[src/hw/rtl/tmeb_pkg.sv]
// ----------------------------------------------------------------------------
// tmeb_pkg
// Shared constants and types of the two-minimum-edge tour bound block.
// ----------------------------------------------------------------------------
package tmeb_pkg;

   // Matrix geometry and data widths.
   localparam int MAX_CITIES   = 16;
   localparam int CITY_BITS    = 4;
   localparam int DIST_BITS    = 16;
   localparam int ADDR_BITS    = 2 * CITY_BITS;
   localparam int DIST_DEPTH   = MAX_CITIES * MAX_CITIES;
   localparam int COUNT_BITS   = 5;
   localparam int MASK_BITS    = 16;
   localparam int BOUND_BITS   = 20;
   localparam int TOTAL_BITS   = BOUND_BITS + 1;
   localparam int ENDS_BITS    = DIST_BITS + 1;
   localparam int FOUND_BITS   = 2;

   localparam logic [BOUND_BITS-1:0] BOUND_MAX = {BOUND_BITS{1'b1}};

   // Request kinds carried on tuser.
   localparam logic OP_LOAD  = 1'b0;
   localparam logic OP_QUERY = 1'b1;

   // Configuration register indexes.
   localparam int CSR_INDEX_BITS = 1;
   localparam int CSR_DATA_BITS  = 5;
   localparam logic [CSR_INDEX_BITS-1:0] REG_CITY_COUNT = 1'b0;
   localparam logic [CSR_INDEX_BITS-1:0] REG_START_CITY = 1'b1;

   // Control that travels with each distance read into the row minimum unit.
   typedef struct packed {
      logic clear;     // start of a new query: clear the accumulators
      logic valid;     // a distance read returns in this cycle
      logic use_dist;  // column city is open and differs from the row city
      logic row_end;   // last column of the row
      logic row_open;  // row city is open
      logic end_city;  // row city is the start or the current city
   } scan_ctl_type;

endpackage

[src/hw/rtl/tmeb_dist_ram.sv]
// ----------------------------------------------------------------------------
// tmeb_dist_ram
// Distance matrix storage: one write port, one read port, registered read.
// ----------------------------------------------------------------------------
module tmeb_dist_ram (
   input  logic                               clock,
   input  logic                               wr_en,
   input  logic [tmeb_pkg::ADDR_BITS-1:0]     wr_addr,
   input  logic [tmeb_pkg::DIST_BITS-1:0]     wr_data,
   input  logic                               rd_en,
   input  logic [tmeb_pkg::ADDR_BITS-1:0]     rd_addr,
   output logic [tmeb_pkg::DIST_BITS-1:0]     rd_data
);

   logic [tmeb_pkg::DIST_BITS-1:0] mem [tmeb_pkg::DIST_DEPTH];
   logic [tmeb_pkg::DIST_BITS-1:0] rd_data_ff;

   // Write port.
   always_ff @(posedge clock) begin
      if (wr_en) begin
         mem[wr_addr] <= wr_data;
      end
   end

   // Registered read port.
   always_ff @(posedge clock) begin
      if (rd_en) begin
         rd_data_ff <= mem[rd_addr];
      end
   end

   assign rd_data = rd_data_ff;

endmodule

[config.mk]
export PLATFORM = sky130hd
export DESIGN_NAME = tmeb_dist_ram
export DESIGN_NICKNAME = d
export VERILOG_FILES = /design/src/hw/rtl/tmeb_pkg.sv /design/src/hw/rtl/tmeb_dist_ram.sv
export SDC_FILE = /design/constraint.sdc
export NUM_CORES = 2
export LEC_CHECK = 0
export ABC_CLOCK_PERIOD_IN_PS = 4400
export BUFFER_PORTS_ARGS = -buffer_cell sky130_fd_sc_hd__buf_2
export CAP_MARGIN = 20
export CORE_ASPECT_RATIO = 1.2
export CORE_MARGIN = 2
export CORE_UTILIZATION = 57
export CTS_CLUSTER_DIAMETER = 60
export DETAILED_ROUTE_END_ITERATION = 12
export PLACE_DENSITY = 0.73
export SLEW_MARGIN = 20
export SYNTH_ARGS = -nofsm -noshare
export SYNTH_HDL_FRONTEND = slang
export SYNTH_SLANG_ARGS = --single-unit
[constraint.sdc]
create_clock -name clock -period 4.4 [get_ports clock]
set_input_delay 0.22 -clock clock [delete_from_list [all_inputs] [get_ports clock]]
set_output_delay 0.22 -clock clock [all_outputs]
set_load 0.05 [all_outputs]
==> metrics <==
worst-margin pin slew=approximately 1.2 ns; asr flop ratio synth=0%; initial antenna violation count=25; top cell type by total area after synthesis=edfxtp_1; Final period util=just over 70%; H-Tree Depth=5; TNS Setup=0 ns; Cells after Synth=about 7,400; FF-to-FF Start=mem[49][10]$_DFFE_PP_; root buffer cell=clkbuf_16; largest net degree at the start of global routing=153; register area share after synthesis=roughly 80%; first-pass GRT wire length=between 500,000 and 600,000 um; routed wire length=411,000 um; Most used DFF post-synth=edfxtp_1; Sw Share=around a fifth; Post-synth top cells=4,112 x edfxtp_1, 797 x mux4_2, 565 x mux2i_1, 304 x nor2_1, 252 x o221ai_1; Worst Reg-to-Reg Cells=5; unrepaired setup endpoints after global routing=false; IR drop worst, VDD=around 0.37 mV; top post-synthesis cells by area=edfxtp_1 78%, mux4_2 11%, mux2i_1 3.6%, o221ai_1 1.4%, nor2_1 0.72%; dpl ws=around 0.54 ns; DR iter-0 viols=between 10,000 and 15,000; CTS tree=built; DIE WIDTH=486 um; Power Density=approximately 450 mW/mm2; Die Y=between 500 and 600 um; later-pin clock latency in the skew report=0.92 ns; Worst-path clk slew=~0.06 ns; Slew Limit Headroom=about 20%; synthesis-to-finish area growth=12.4%; hold crit path type=in -> reg; Total Power=between 70 and 80 mW; Cells after DPL=11,147; hold-critical path depth=4; number of synthesized flops with an enable pin=roughly 4,100; Vias/cell=6.79; YS warnings=0; Via Count=just over 80,000; critical path class=reg -> reg; I/O pin total=51; Layout Cells excl Fill=11,870; LEAKAGE=roughly 57 nW; Final Net Count=~7,900; max cap viols=0; clk buf depth=4; buffers added on ports=50; mapped cell area=approximately 0.16 mm2; layout cells sized above 1=about 25%; crit path capture type=register; Sink Count=~4,100; Yosys cell types=51; Initial Util=between 50 and 60%; Synth Net Count=between 7,000 and 8,000; Max Fclk=roughly 0.32 GHz; CP arrival=between 3 and 4 ns; internal power=between 60 and 70 mW; Fin Clk Skew=roughly 0.044 ns; gpl congestion=between 0.9 and 1; Worst Setup SP=mem[49][10]$_DFFE_PP_; most common cell in the netlist=edfxtp_1; core area=approximately 0.28 mm2; Worst EP required=just over 5 ns; Filler cells=17,571; Min Hold Slack=approximately 0.058 ns; Synth top area share=77.7%; CTS buffer count=around 380; Clk network pwr share=slightly above 40%; post-DP HPWL=~240,000 um; Avg Cell Area, Syn=between 20 and 25 um2; Switching Power=about 17 mW; Comb pwr share=approximately 5.1%; CP Max Fanout=1; final setup fails=0; outcome=complete, no violations; kind of start point of the critical path=register; die area=0.283 mm2; vias in the first global route=between 80,000 and 90,000; Remaining DRCs=0; First-pass DRT Iterations=6; Flop pwr share=54.4%; Rows=212; FF+latch count, synth=just over 4,000; Final min period=3.10 ns; Post-CTS Setup Inserts=0; GR Util All Layers=~29%; Avg WL per Cell=34.6 um; Pins Over Slew Limit=0; Final WS setup=between 1 and 1.5 ns; antenna-violating nets left=0; final hold violations=0; grt total ovfl=0; HP Start=wr_addr[6]
[through the flow]
step                area [um2]  utilization, %
floorplan               159000               -
global placement        166000            59.9
detailed placement      166000            59.9
CTS                     178000            64.3
global route            179000            64.3
finish                  179000            64.3
[critical path: stages (launching register included)]
cell and delay (ns):
edfxtp_1 0.41, mux4_2 0.48, mux4_2 0.51, a22o_1 0.36, o32ai_1 0.89, nor4_1 0.16
[worst paths after layout]
| kind | slack [ns] | to |
|---|---|---|
| worst min register to register | 1.14 | rd_data[14]$_DFFE_PP_ |
| worst min-delay path | 0.06 | mem[220][9]$_DFFE_PP_ |
| worst max register to register | 1.30 | rd_data[10]$_DFFE_PP_ |
| worst max-delay path | 1.30 | rd_data[10]$_DFFE_PP_ |
[registers in the layout, indices dropped and copies added, names as in the netlist]
signal   flops
mem       4096
rd_data     16
[kinds of logic (layout without fill, tap and decap cells)]
| kind of cell | after synthesis | after routing | share of synthesized area (%) |
|---|---|---|---|
| and+or+nand+nor | 556 | 556 | 1.57 |
| DFF | 4112 | 4112 | 77.7 |
| other | 0 | 19 | 0 |
| AOI/OAI and AO/OA | 786 | 786 | 3.53 |
| muxes | 1450 | 1450 | 15.5 |
| buffers and inverters | 456 | 1309 | 1.69 |
[layout by cell type (no fill, tap or decap), drive strengths merged, types with 43 or more instances in the layout]
cell type and n:
edfxtp 4112, mux4 797, buf 602, mux2i 565
clkbuf 465, nor2 304, o221ai 253, a21oi 175
clkinv 170, o22ai 148, nor3 92, mux2 88
a22oi 43
[final cells by class]
| class | count | area, um2 | share of cell area (%) |
|---|---|---|---|
| clock inverter | 221 | 2030 | 1.14 |
| multi-input combinational | 2792 | 32900 | 18.4 |
| inverter | 4 | 27.5 | 0.0154 |
| antenna | 19 | 47.5 | 0.0266 |
| clock buffer | 464 | 10000 | 5.62 |
| sequential | 4112 | 123000 | 69.1 |
| tap | 3638 | 4550 | 2.55 |
| timing repair buffer | 620 | 5510 | 3.09 |
[routing by layer]
layer | vias up | GRT usage (%) | part of all wire, %
met4 | 10 | 14.6 | 5.9
met1 | 42125 | 38.9 | 36
li1 | 32373 | - | -
met3 | 891 | 5.42 | 10
met5 | - | 0 | 0.019
met2 | 5145 | 46.2 | 48
[power groups by stage]
stage,Sequential [mW],Clock (mW),Combinational [mW]
2_1_floorplan,44.1,0,2.13
3_3_place_gp,44.1,0,3.90
3_5_place_dp,44.1,0,4.00
4_1_cts,43.3,32.5,4.03
5_1_grt,43.2,34.0,4.22
6_report,43.3,32.3,4.05
[timing repair]
action,4_1_cts,5_1_grt
endpoints found under the setup margin,0,0
hold buffers,17,0
gates resized for setup,0,0
hold endpoints to repair,1302,0
Power figures use the tool's default switching activity.
