===== src/hw/rtl/tmeb_pkg.sv =====
// ----------------------------------------------------------------------------
// tmeb_pkg
// Shared constants and types of the two-minimum-edge tour bound block.
// ----------------------------------------------------------------------------
package tmeb_pkg;

   // Matrix geometry and data widths.
   localparam int MAX_CITIES   = 16;
   localparam int CITY_BITS    = 4;
   localparam int DIST_BITS    = 16;
   localparam int ADDR_BITS    = 2 * CITY_BITS;
   localparam int DIST_DEPTH   = MAX_CITIES * MAX_CITIES;
   localparam int COUNT_BITS   = 5;
   localparam int MASK_BITS    = 16;
   localparam int BOUND_BITS   = 20;
   localparam int TOTAL_BITS   = BOUND_BITS + 1;
   localparam int ENDS_BITS    = DIST_BITS + 1;
   localparam int FOUND_BITS   = 2;

   localparam logic [BOUND_BITS-1:0] BOUND_MAX = {BOUND_BITS{1'b1}};

   // Request kinds carried on tuser.
   localparam logic OP_LOAD  = 1'b0;
   localparam logic OP_QUERY = 1'b1;

   // Configuration register indexes.
   localparam int CSR_INDEX_BITS = 1;
   localparam int CSR_DATA_BITS  = 5;
   localparam logic [CSR_INDEX_BITS-1:0] REG_CITY_COUNT = 1'b0;
   localparam logic [CSR_INDEX_BITS-1:0] REG_START_CITY = 1'b1;

   // Control that travels with each distance read into the row minimum unit.
   typedef struct packed {
      logic clear;     // start of a new query: clear the accumulators
      logic valid;     // a distance read returns in this cycle
      logic use_dist;  // column city is open and differs from the row city
      logic row_end;   // last column of the row
      logic row_open;  // row city is open
      logic end_city;  // row city is the start or the current city
   } scan_ctl_type;

endpackage


===== src/hw/rtl/tmeb_row_min.sv =====
// ----------------------------------------------------------------------------
// tmeb_row_min
// Tracks the two smallest distances of the current row and accumulates the
// per-city halves into the running tour bound.
// ----------------------------------------------------------------------------
module tmeb_row_min (
   input  logic                                clock,
   input  logic                                reset,
   input  tmeb_pkg::scan_ctl_type              ctl,
   input  logic [tmeb_pkg::DIST_BITS-1:0]      dist_value,
   output logic [tmeb_pkg::BOUND_BITS-1:0]     bound
);

   logic [tmeb_pkg::FOUND_BITS-1:0]  found_ff, found_in;
   logic [tmeb_pkg::DIST_BITS-1:0]   min1_ff, min1_in;
   logic [tmeb_pkg::DIST_BITS-1:0]   min2_ff, min2_in;
   logic [tmeb_pkg::TOTAL_BITS-1:0]  total_ff;
   logic [tmeb_pkg::ENDS_BITS-1:0]   ends_ff;
   logic [tmeb_pkg::DIST_BITS-1:0]   min_lo;
   logic [tmeb_pkg::DIST_BITS-1:0]   min_hi;
   logic [tmeb_pkg::DIST_BITS:0]     pair_sum;
   logic [tmeb_pkg::TOTAL_BITS:0]    grand_sum;

   // Insert the returning distance into the two smallest seen in this row.
   always_comb begin
      found_in = found_ff;
      min1_in  = min1_ff;
      min2_in  = min2_ff;
      if (ctl.valid && ctl.use_dist) begin
         case (found_ff)
            2'd0: begin
               min1_in  = dist_value;
               found_in = 2'd1;
            end
            2'd1: begin
               if (dist_value < min1_ff) begin
                  min2_in = min1_ff;
                  min1_in = dist_value;
               end else begin
                  min2_in = dist_value;
               end
               found_in = 2'd2;
            end
            default: begin
               if (dist_value < min1_ff) begin
                  min2_in = min1_ff;
                  min1_in = dist_value;
               end else if (dist_value < min2_ff) begin
                  min2_in = dist_value;
               end
            end
         endcase
      end
   end

   // A missing minimum counts as zero.
   assign min_lo   = (found_in != 2'd0) ? min1_in : '0;
   assign min_hi   = (found_in == 2'd2) ? min2_in : '0;
   assign pair_sum = {1'b0, min_lo} + {1'b0, min_hi};

   // Row state and query accumulators.
   always_ff @(posedge clock) begin
      if (reset || ctl.clear) begin
         found_ff <= '0;
         total_ff <= '0;
         ends_ff  <= '0;
      end else if (ctl.valid) begin
         if (ctl.row_end) begin
            found_ff <= '0;
            if (ctl.row_open) begin
               if (ctl.end_city) begin
                  ends_ff <= ends_ff + {1'b0, min_lo};
               end else begin
                  total_ff <= total_ff +
                     tmeb_pkg::TOTAL_BITS'(pair_sum[tmeb_pkg::DIST_BITS:1]);
               end
            end
         end else begin
            found_ff <= found_in;
         end
      end
   end

   always_ff @(posedge clock) begin
      min1_ff <= min1_in;
      min2_ff <= min2_in;
   end

   // The two end cities share one halving; the sum saturates.
   assign grand_sum = {1'b0, total_ff} +
                      (tmeb_pkg::TOTAL_BITS + 1)'(ends_ff[tmeb_pkg::ENDS_BITS-1:1]);
   assign bound = (grand_sum > (tmeb_pkg::TOTAL_BITS + 1)'(tmeb_pkg::BOUND_MAX))
                  ? tmeb_pkg::BOUND_MAX
                  : grand_sum[tmeb_pkg::BOUND_BITS-1:0];

endmodule


===== config.mk =====
export PLATFORM = sky130hd
export DESIGN_NAME = tmeb_row_min
export DESIGN_NICKNAME = d
export VERILOG_FILES = /design/src/hw/rtl/tmeb_pkg.sv /design/src/hw/rtl/tmeb_row_min.sv
export SDC_FILE = /design/constraint.sdc
export NUM_CORES = 1
export LEC_CHECK = 0
export BUFFER_PORTS_ARGS = -buffer_cell sky130_fd_sc_hd__buf_2
export CORE_UTILIZATION = 35
export CTS_CLUSTER_SIZE = 14
export DETAILED_ROUTE_END_ITERATION = 10
export GPL_TIMING_DRIVEN = 0
export PLACE_DENSITY = 0.5
export SLEW_MARGIN = 20
export SYNTH_ARGS = -nofsm -noshare
export SYNTH_HDL_FRONTEND = slang
export SYNTH_SLANG_ARGS = --single-unit

===== constraint.sdc =====
create_clock -name clock -period 17.6 [get_ports clock]
set_input_delay 0.88 -clock clock [delete_from_list [all_inputs] [get_ports clock]]
set_output_delay 0.88 -clock clock [all_outputs]
set_load 0.01 [all_outputs]

==> impl_results.md, run 1 <==
* Leakage at 3.495 nW
* CP Launch Type: primary input
* Status: completed
* Hold-fix buffers, CTS at 0
* Final count of negative-setup-slack endpoints at 0
* Setup ws final at 10.17 ns
* Critical path class: in -> reg
* Die Area at 19340 sq um
* Post-synthesis register bit count at 72
* Tcrit/Tclk final at 0.4224
* Post-synthesis cell area at 6575 sq um
* Async S/R FF share, synth at 0
* Worst Hold Path EP: ends_ff[0]
* Share of cells above drive strength 1 at 0.08352
* Reg2Reg Setup Slack at 10.46 ns
* Global-route usage over all layers at 0.1902
* Critical path endpoint category: register
* Sink Count at 72
* Global-route wire length before repair at 28.78 mm
* Mapped Cells at 851
* Routed wire length at 17.75 mm
* Dpl ws at 9.895 ns
* Slowest cell on crit path: o311ai_1
* Initial antenna violation count at 0
* Worst-Skew Late Latency at 0.35 ns
* Worst path max stage delay at 0.55 ns
* Post-CTS Setup Inserts at 0
* Synth unique cells at 61
* Measured slew at the worst slew-check pin at 0.8447 ns
* Worst r2r dst: total_ff[15]
* Cells taking the most area after synthesis: dfxtp_1 (22%), ha_1 (19%), a21oi_1 (7.8%)
* DRC at 0
* Top Ports at 44
* Worst vdd ir at 0.04271 mV
* Final hold vios at 0
* CTS buffer count at 9
* Final HPWL from detailed placement at 14.74 mm
* Cell row count at 49
* Critical path startpoint: dist_value[13]
* GRT overflow at 0
* Cts repair resizes at 0
* Vias in the first global route at 5412
* Die H at 139.1 um
* Design Power at 0.5616 mW
* DR iter-0 viols at 315
* Syn avg cell area at 7.726 sq um
* Antenna Diode Count at 0
* Die W at 139.1 um
* Total Neg Setup Slack at 0 ns
* Clk pin slew, worst setup/hold paths at 0.06 ns
* Fmax at 134.5 MHz
* Cell taking the most area after synthesis: dfxtp_1
* Setup Skew at 0.007656 ns
* Worst path required time at 17.86 ns
* Nets at 1031
* CTS max path bufs at 2
* WL per Instance at 15.58 um
* Min-delay src: ends_ff[0]
* Worst reg2reg startpoint: min1_ff[13]
* Crit-path max FO at 10
* Worst Path Arrival at 7.69 ns
* Clock Tree Root: clkbuf_16
* Count leader, synth: nand2_1
* Initial Utilization at 0.3611
* Yosys Warn Count at 0
* Worst Reg-to-Reg Cells at 32
* Fin. max-slew vios at 0
* Routability Congestion at 0.8039
* Hold-critical path depth at 2
* PD cells at 75.41 nW/um^2
* H-tree Lvls at 3
* Yosys top cell area share at 0.2192
* Most used DFF post-synth: dfxtp_1
* Largest net degree at the start of global routing at 13
* Max-Cap Viols at 0
* Via count at 5930
* Slew Limit Headroom at 0.4321
* DRT Pass-1 Iters at 6
* TritonCTS clock tree: done
* ANT nets after route at 0
* Sequential fraction of the synthesis area at 0.2192
* Hold WS at 0.4668 ns
* Layout area overhead at 13.26%
* Hold Path Class: reg -> reg
* Number of synthesized flops with an enable pin at 0
* Min Tclk post-route at 7.433 ns
* Commonest cells in the netlist: nand2_1 (110), a21oi_1 (102), ha_1 (98)
* PortBufs at 43
* Vias/cell at 5.206
* Core area at 18210 sq um
* Synthesized Nets at 977
* RSZ-0062 raised after global routing: no
## registers in the layout, indices dropped and copies added, names as in the netlist
register  count
found_ff      2
min1_ff      16
total_ff     21
min2_ff      16
ends_ff      17
## placed cells by master (no fill, tap or decap), types with 9 or more instances in the layout
cell	netlist	layout
buf_2	4	47
inv_1	54	54
a21o_1	19	19
dfxtp_1	72	72
o21bai_1	12	12
clkbuf_16	0	9
ha_1	98	98
nor2b_1	33	33
nand2b_1	9	9
nand2_1	110	110
o21ai_0	45	45
o221ai_1	14	14
o21a_1	20	20
clkbuf_1	16	17
xor2_1	21	21
a21oi_1	102	102
nand3_1	14	14
nor3_1	14	14
a211oi_1	11	11
xnor2_1	34	34
nor2_1	54	54
## worst max-delay path, delay by kind of cell
family	cells	cell delay [ns]
XOR/XNOR	2	0.36
buffers and inverters	3	0.59
adder cells (fa/ha/maj)	3	1.08
AO/OA/AOI/OAI	20	4.19
AND/OR/NAND/NOR	4	0.63
## through the flow
step / instances / utilization / instance area [sq um]
finish: 1139 / 0.4090 / 7447
global route: 1139 / 0.4090 / 7447
CTS: 1139 / 0.4090 / 7447
detailed placement: 1123 / 0.3886 / 7077
global placement: 1123 / 0.3886 / 7077
floorplan: 851 / - / 6575
## cell type report
type / count / area, sq um
Inverter: 54 / 202.7
Buffer: 24 / 95.09
Timing Repair Buffer: 43 / 215.2
Sequential cell: 72 / 1441
Fill cell: 1915 / 10760
Clock buffer: 11 / 242.7
Tap cell: 229 / 286.5
Multi-Input combinational cell: 701 / 4836
Clock inverter: 5 / 127.6
## metal layers
| layer | vias to the layer above | track usage | part of all wire |
|---|---|---|---|
| met2 | 73 | 0.2892 | 0.43 |
| li1 | 3161 | - | - |
| met4 | 0 | 0.04561 | 0.0099 |
| met5 | - | 0 | 0 |
| met1 | 2681 | 0.2759 | 0.53 |
| met3 | 15 | 0.03349 | 0.033 |
## logic make-up (layout without fill, tap and decap cells)
family	Yosys count	after routing	share of synthesized area
multiplexers	3	3	0.004757
XOR/XNOR	55	55	0.07326
AND/OR/NAND/NOR	266	266	0.1861
adder cells (fa/ha/maj)	102	102	0.1987
AO/OA/AOI/OAI	275	275	0.2727
buffers and inverters	78	137	0.04529
flip-flops	72	72	0.2192
## where the power goes
group          total, mW  internal [mW]  switching [mW]
combinational      0.140         0.0558          0.0846
clock              0.233          0.157          0.0766
sequential         0.188          0.181         0.00647
total              0.562          0.394           0.168
## worst max-delay path by stage
stage / end
floorplan: total_ff[16]
global placement: total_ff[15]
detailed placement: total_ff[18]
CTS: total_ff[20]
global route: total_ff[15]
finish: total_ff[15]
Note: power is estimated with default switching activity, not from simulation.
==> run 2: changes to the inputs <==
ABC_AREA = 1   (was unset)
clock period = 7.4 ns   (was 17.6 ns; I/O delays follow)
==> run 2 against run 1 <==
Compared with the run above:
- clock power increased by 110%
- critical path depth is 1 higher
- utilization decreased by 0.73 points
- highest routed layer unchanged
==> impl_results.md, run 2 <==
* Post-CTS Setup Inserts at 0
* WL per Instance at 13.54 um
* Initial Utilization at 0.3587
* Vias/cell at 4.908
* Post-synthesis register bit count at 72
* WP depth at 33
* DR iter-0 viols at 325
* Setup Skew at 0.008290 ns
* Synth unique cells at 44
* Cell taking the most area after synthesis: dfxtp_1
* CTS buffer count at 9
* Reg2Reg Setup Slack at 1.51 ns
* CP Launch Type: register
* Slowest cell on crit path: fa_1
* Max-Cap Viols at 0
* Slew Limit Headroom at 0.5139
* Post-route core utilization at 0.4017
* Global-route wire length before repair at 32.17 mm
* Synthesized Nets at 1240
* Design Power at 1.307 mW
* Worst path required time at 7.60 ns
* Initial antenna violation count at 0
* Fin. max-slew vios at 0
* TritonCTS clock tree: done
* CP dominant cell by count: nand2_1
* Yosys Warn Count at 0
* Clk pin slew, worst setup/hold paths at 0.06 ns
* Fmax at 169.7 MHz
* Die Area at 21450 sq um
* Core area at 20360 sq um
* Sink Count at 72
* Async S/R FF share, synth at 0
* Worst Reg-to-Reg Cells at 33
* Commonest cells in the netlist: nand2_1 (209), inv_1 (160), nor2_1 (125)
* Tcrit/Tclk final at 0.7962
* Die W at 146.5 um
* Clock Tree Root: clkbuf_16
* Hold-fix buffers, CTS at 0
* H-tree Lvls at 3
* Antenna Diode Count at 0
* Routed wire length at 19.52 mm
* DRT Pass-1 Iters at 5
* Count leader, synth: nand2_1
* Worst Path Buf+Inv at 6
* Critical path class: reg -> reg
* Sequential fraction of the synthesis area at 0.1973
* CTS max path bufs at 2
* ANT nets after route at 0
* Die H at 146.5 um
* Reg with most FFs: total_ff
* Largest net degree at the start of global routing at 12
* Final HPWL from detailed placement at 16.06 mm
* Cell row count at 52
* Final count of negative-setup-slack endpoints at 0
* Status: completed
* Most frequent cells in the layout: nand2_1 (209), inv_1 (160), nor2_1 (125)
* Cells taking the most area after synthesis: dfxtp_1 (20%), ha_1 (17%), nand2_1 (11%)
* Mapped Cells at 1114
* Biggest regs: total_ff: 21 flops, ends_ff: 17 flops
* Number of flip-flops under the largest register name at 21
* Worst-Skew Late Latency at 0.34 ns
* Vias in the first global route at 6516
* Hold WS at 0.3233 ns
* Final hold vios at 0
* Crit-path max FO at 10
* Worst Path Arrival at 6.09 ns
* PD cells at 159.8 nW/um^2
* Post-route cell area at 8180 sq um
* Post-synthesis cell area at 7306 sq um
* Total Neg Setup Slack at 0 ns
* Worst r2r dst: total_ff[19]
* Syn avg cell area at 6.558 sq um
* DRC at 0
* PortBufs at 43
* Nets at 1294
* Cts repair resizes at 0
* Measured slew at the worst slew-check pin at 0.7292 ns
* Yosys top cell area share at 0.1973
* Critical path startpoint: min1_ff[15]
* Worst reg2reg startpoint: min1_ff[15]
* Leakage at 4.364 nW
* Via count at 7078
* Min-delay src: reset
* Number of synthesized flops with an enable pin at 0
* DP Area at 7859 sq um
* Layout area overhead at 11.97%
* Critical path endpoint category: register
* Leading cell type in the layout, fill and taps excluded: nand2_1
* Worst vdd ir at 0.1000 mV
* Share of cells above drive strength 1 at 0.09727
* Worst path max stage delay at 0.48 ns
* Global-route usage over all layers at 0.1872
* Hold Path Class: in -> reg
* Min Tclk post-route at 5.892 ns
* Crit path to: total_ff[19]
* Top Ports at 44
* Routability Congestion at 0.8355
* GRT overflow at 0
* RSZ-0062 raised after global routing: no
* Crit path max-delay family: compound AO/OA/AOI/OAI gates
* Most used DFF post-synth: dfxtp_1
==> run 2: cell types whose count changed in the layout (fill, tap and decap cells not counted), sizes merged, moves of 9 or more <==
cell / before / now
xor2: 21 / 31
o211ai: 2 / 31
o221ai: 14 / 2
a211oi: 12 / 3
a21o: 19 / 3
o21a: 20 / 3
o21ai: 49 / 109
nand2b: 9 / 0
nor2: 54 / 125
xnor2: 34 / 18
nor2b: 33 / 0
nand2: 110 / 233
inv: 54 / 167
nand3: 14 / 45
==> run 2: how the worst min path moves through the flow <==
stage | to | slack (ns) | depth (start not counted)
final | total_ff[20] | 0.32 | 4
after global placement | min2_ff[6] | 0.46 | 2
after CTS | total_ff[20] | 0.31 | 4
after global routing | found_ff[0] | 0.33 | 3
after floorplan | min2_ff[10] | 0.45 | 2
after detailed placement | min2_ff[3] | 0.46 | 2
==> run 2: final cells by class <==
cell class,instances,area (sq um)
fill,2219,12180
inverter,168,630.6
sequential,72,1441
multi-input combinational,842,5085
clock inverter,3,65.06
timing repair buffer,43,215.2
clock buffer,12,256.5
buffer,32,148.9
tap,270,337.8
==> run 2: metrics by stage <==
stage               instances  setup WS [ns]
floorplan                1114          2.705
global placement         1427          1.376
detailed placement       1427          1.400
CTS                      1442          1.484
global route             1442         0.9723
finish                   1442          1.508
==> run 2: cells by family after synthesis <==
family                     synth area share
buffers and inverters                0.1067
AOI/OAI and AO/OA                    0.2172
and+or+nand+nor                      0.2413
adders and majority gates            0.1788
DFF                                  0.1973
xor gates and xnor gates            0.05874
==> run 2: metal layers <==
metal	up-vias	routed length, um	track usage
met3	19	529	0.02531
met4	0	328	0.05365
li1	3773	-	-
met1	3191	9825	0.2538
met2	95	8836	0.3081
met5	-	0	0
==> run 2: where the power goes <==
group | switching, mW | internal (mW)
clock network | 0.173 | 0.312
logic | 0.252 | 0.129
registers | 0.0169 | 0.424
==> run 2: worst min-delay path, stage by stage <==
cell	delay, ns
buf_2	0.07
nor2_1	0.06
o21ai_1	0.07
a21oi_1	0.04
==> run 3: changes to the inputs <==
ABC_AREA = 0   (was 1)
clock period = 5.65 ns   (was 7.4 ns; I/O delays follow)
==> run 3 against run 2 <==
Compared with the run above:
- sequential power up 34%
- via count decreased by 13%
- critical path depth is 1 higher
- global-route usage increased by 1.4 points
- the flow now finishes with violations (setup timing)
- flip-flop and latch count is the same
- utilization increased by 4.8 points
- final cell count shrank 18%
- non-clock buffer count rose by 32
==> impl_results.md, run 3 (synthesis gave the netlist of run 1 again) <==
* Global-route wire length before repair at 30.53 mm
* Worst Reg-to-Reg Cells at 34
* Final count of negative-setup-slack endpoints at 10
* Worst Path Arrival at 6.29 ns
* Reg2Reg Setup Slack at -0.42 ns
* WL per Instance at 16.52 um
* Clock Tree Root: clkbuf_16
* Hold Path Class: in -> reg
* Cell row count at 49
* CTS max path bufs at 2
* ANT nets after route at 0
* Max-Cap Viols at 0
* Area of the multi-input gates at 5293 sq um
* Design Power at 1.750 mW
* DR iter-0 viols at 339
* Worst reg2reg startpoint: min1_ff[5]
* Crit-path max FO at 6
* Status: finished with violations
* Worst path max stage delay at 0.33 ns
* Vias in the first global route at 5686
* Die W at 139.1 um
* Total Neg Setup Slack at -3.460 ns
* Worst Hold Path EP: min1_ff[6]
* DRT Pass-1 Iters at 7
* Largest net degree at the start of global routing at 13
* Clk pin slew, worst setup/hold paths at 0.06 ns
* CP dominant cell by count: a21oi_2
* Placed Instances at 1123
* Worst-Skew Late Latency at 0.35 ns
* Routability Congestion at 0.8201
* TritonCTS clock tree: done
* Layout area overhead at 24.57%
* Leading cell type in the layout, fill and taps excluded: nand2_1
* Top Ports at 44
* Min-delay src: dist_value[6]
* Initial antenna violation count at 0
* Slowest cell on crit path: dfxtp_2
* Nets at 1071
* Most frequent cells in the layout: nand2_1 (109), a21oi_1 (92), ha_1 (88)
* Number of flip-flops under the largest register name at 21
* DP Area at 7108 sq um
* Worst r2r dst: total_ff[17]
* Critical path class: reg -> reg
* Share of cells above drive strength 1 at 0.2000
* RSZ-0062 raised after global routing: yes
* Fin. max-slew vios at 0
* Slew Limit Headroom at 0.2510
* Hold WS at 0.2370 ns
* DRC at 0
* Dpl ws at -1.104 ns
* Hold-fix buffers, CTS at 0
* CTS buffer count at 9
* Measured slew at the worst slew-check pin at 1.114 ns
* Routed wire length at 19.48 mm
* PD cells at 213.6 nW/um^2
* Worst vdd ir at 0.1717 mV
* Final HPWL from detailed placement at 14.86 mm
* Reg with most FFs: total_ff
* Post-Layout Cell Count at 1179
* Post-route core utilization at 0.4498
* Tcrit/Tclk final at 1.074
* Antenna Diode Count at 0
* Die H at 139.1 um
* GRT overflow at 0
* Fillcell total at 1828
* Fmax at 164.8 MHz
* Failing checks: setup timing
* Setup Skew at 0.009379 ns
* Post-route cell area at 8190 sq um
* Seq. cell area at 1449 sq um
* Global-route usage over all layers at 0.2015
* Worst path required time at 5.87 ns
* Critical path endpoint category: register
* Die Area at 19340 sq um
* PortBufs at 43
* Hold-critical path depth at 3
* Biggest regs: total_ff: 21 flops, ends_ff: 17 flops
* CP Launch Type: register
* Via count at 6173
* Core area at 18210 sq um
* Sink Count at 72
* Setup ws final at -0.4170 ns
* Min Tclk post-route at 6.067 ns
* Leakage at 3.784 nW
* H-tree Lvls at 3
* Initial Utilization at 0.3611
* Vias/cell at 5.236
* Final hold vios at 0
## run 3: how the worst max path moves through the flow
stage / start / depth (start not counted) / slack [ns] / end
2_1_floorplan: min2_ff[15] / 30 / 0.01 / total_ff[16]
3_3_place_gp: dist_value[7] / 30 / -1.15 / total_ff[20]
3_5_place_dp: dist_value[13] / 30 / -1.10 / total_ff[18]
4_1_cts: min2_ff[12] / 30 / -0.47 / total_ff[18]
5_1_grt: min2_ff[15] / 30 / -0.67 / total_ff[16]
6_report: min1_ff[5] / 34 / -0.42 / total_ff[17]
## run 3: critical path, delay by kind of cell (launching register included)
family                   cells  cell delay [ns]
AO/OA/AOI/OAI               19             3.31
adder cells (fa/ha/maj)      3             0.76
buffers and inverters        5             0.67
AND/OR/NAND/NOR              5             0.55
flip-flops                   1             0.33
XOR/XNOR                     2             0.30
## run 3: layer usage
| metal | track usage | vias to the layer above | wire [um] |
|---|---|---|---|
| li1 | - | 3232 | - |
| met1 | 0.2933 | 2852 | 9973 |
| met2 | 0.3139 | 72 | 8796 |
| met3 | 0.02003 | 17 | 426 |
| met4 | 0.05556 | 0 | 281 |
| met5 | 0 | - | 0 |
## run 3: what timing repair did
item | 4_1_cts | 5_1_grt
gates resized for setup | 65 | 41
pin swaps | 36 | 50
endpoints found under the setup margin | 13 | 12
setup buffers | 28 | 12
## run 3: area by class of cell
type | count | area share
timing repair buffer | 83 | 0.06294
tap | 229 | 0.03498
clock inverter | 4 | 0.003514
multi-input combinational | 701 | 0.6462
buffer | 24 | 0.01940
clock buffer | 12 | 0.03132
inverter | 54 | 0.02475
sequential | 72 | 0.1769
## run 3: power by group
| part | switching [mW] | internal (mW) | total, mW |
|---|---|---|---|
| logic | 0.329 | 0.273 | 0.602 |
| registers | 0.0227 | 0.566 | 0.589 |
| clock network | 0.237 | 0.322 | 0.559 |
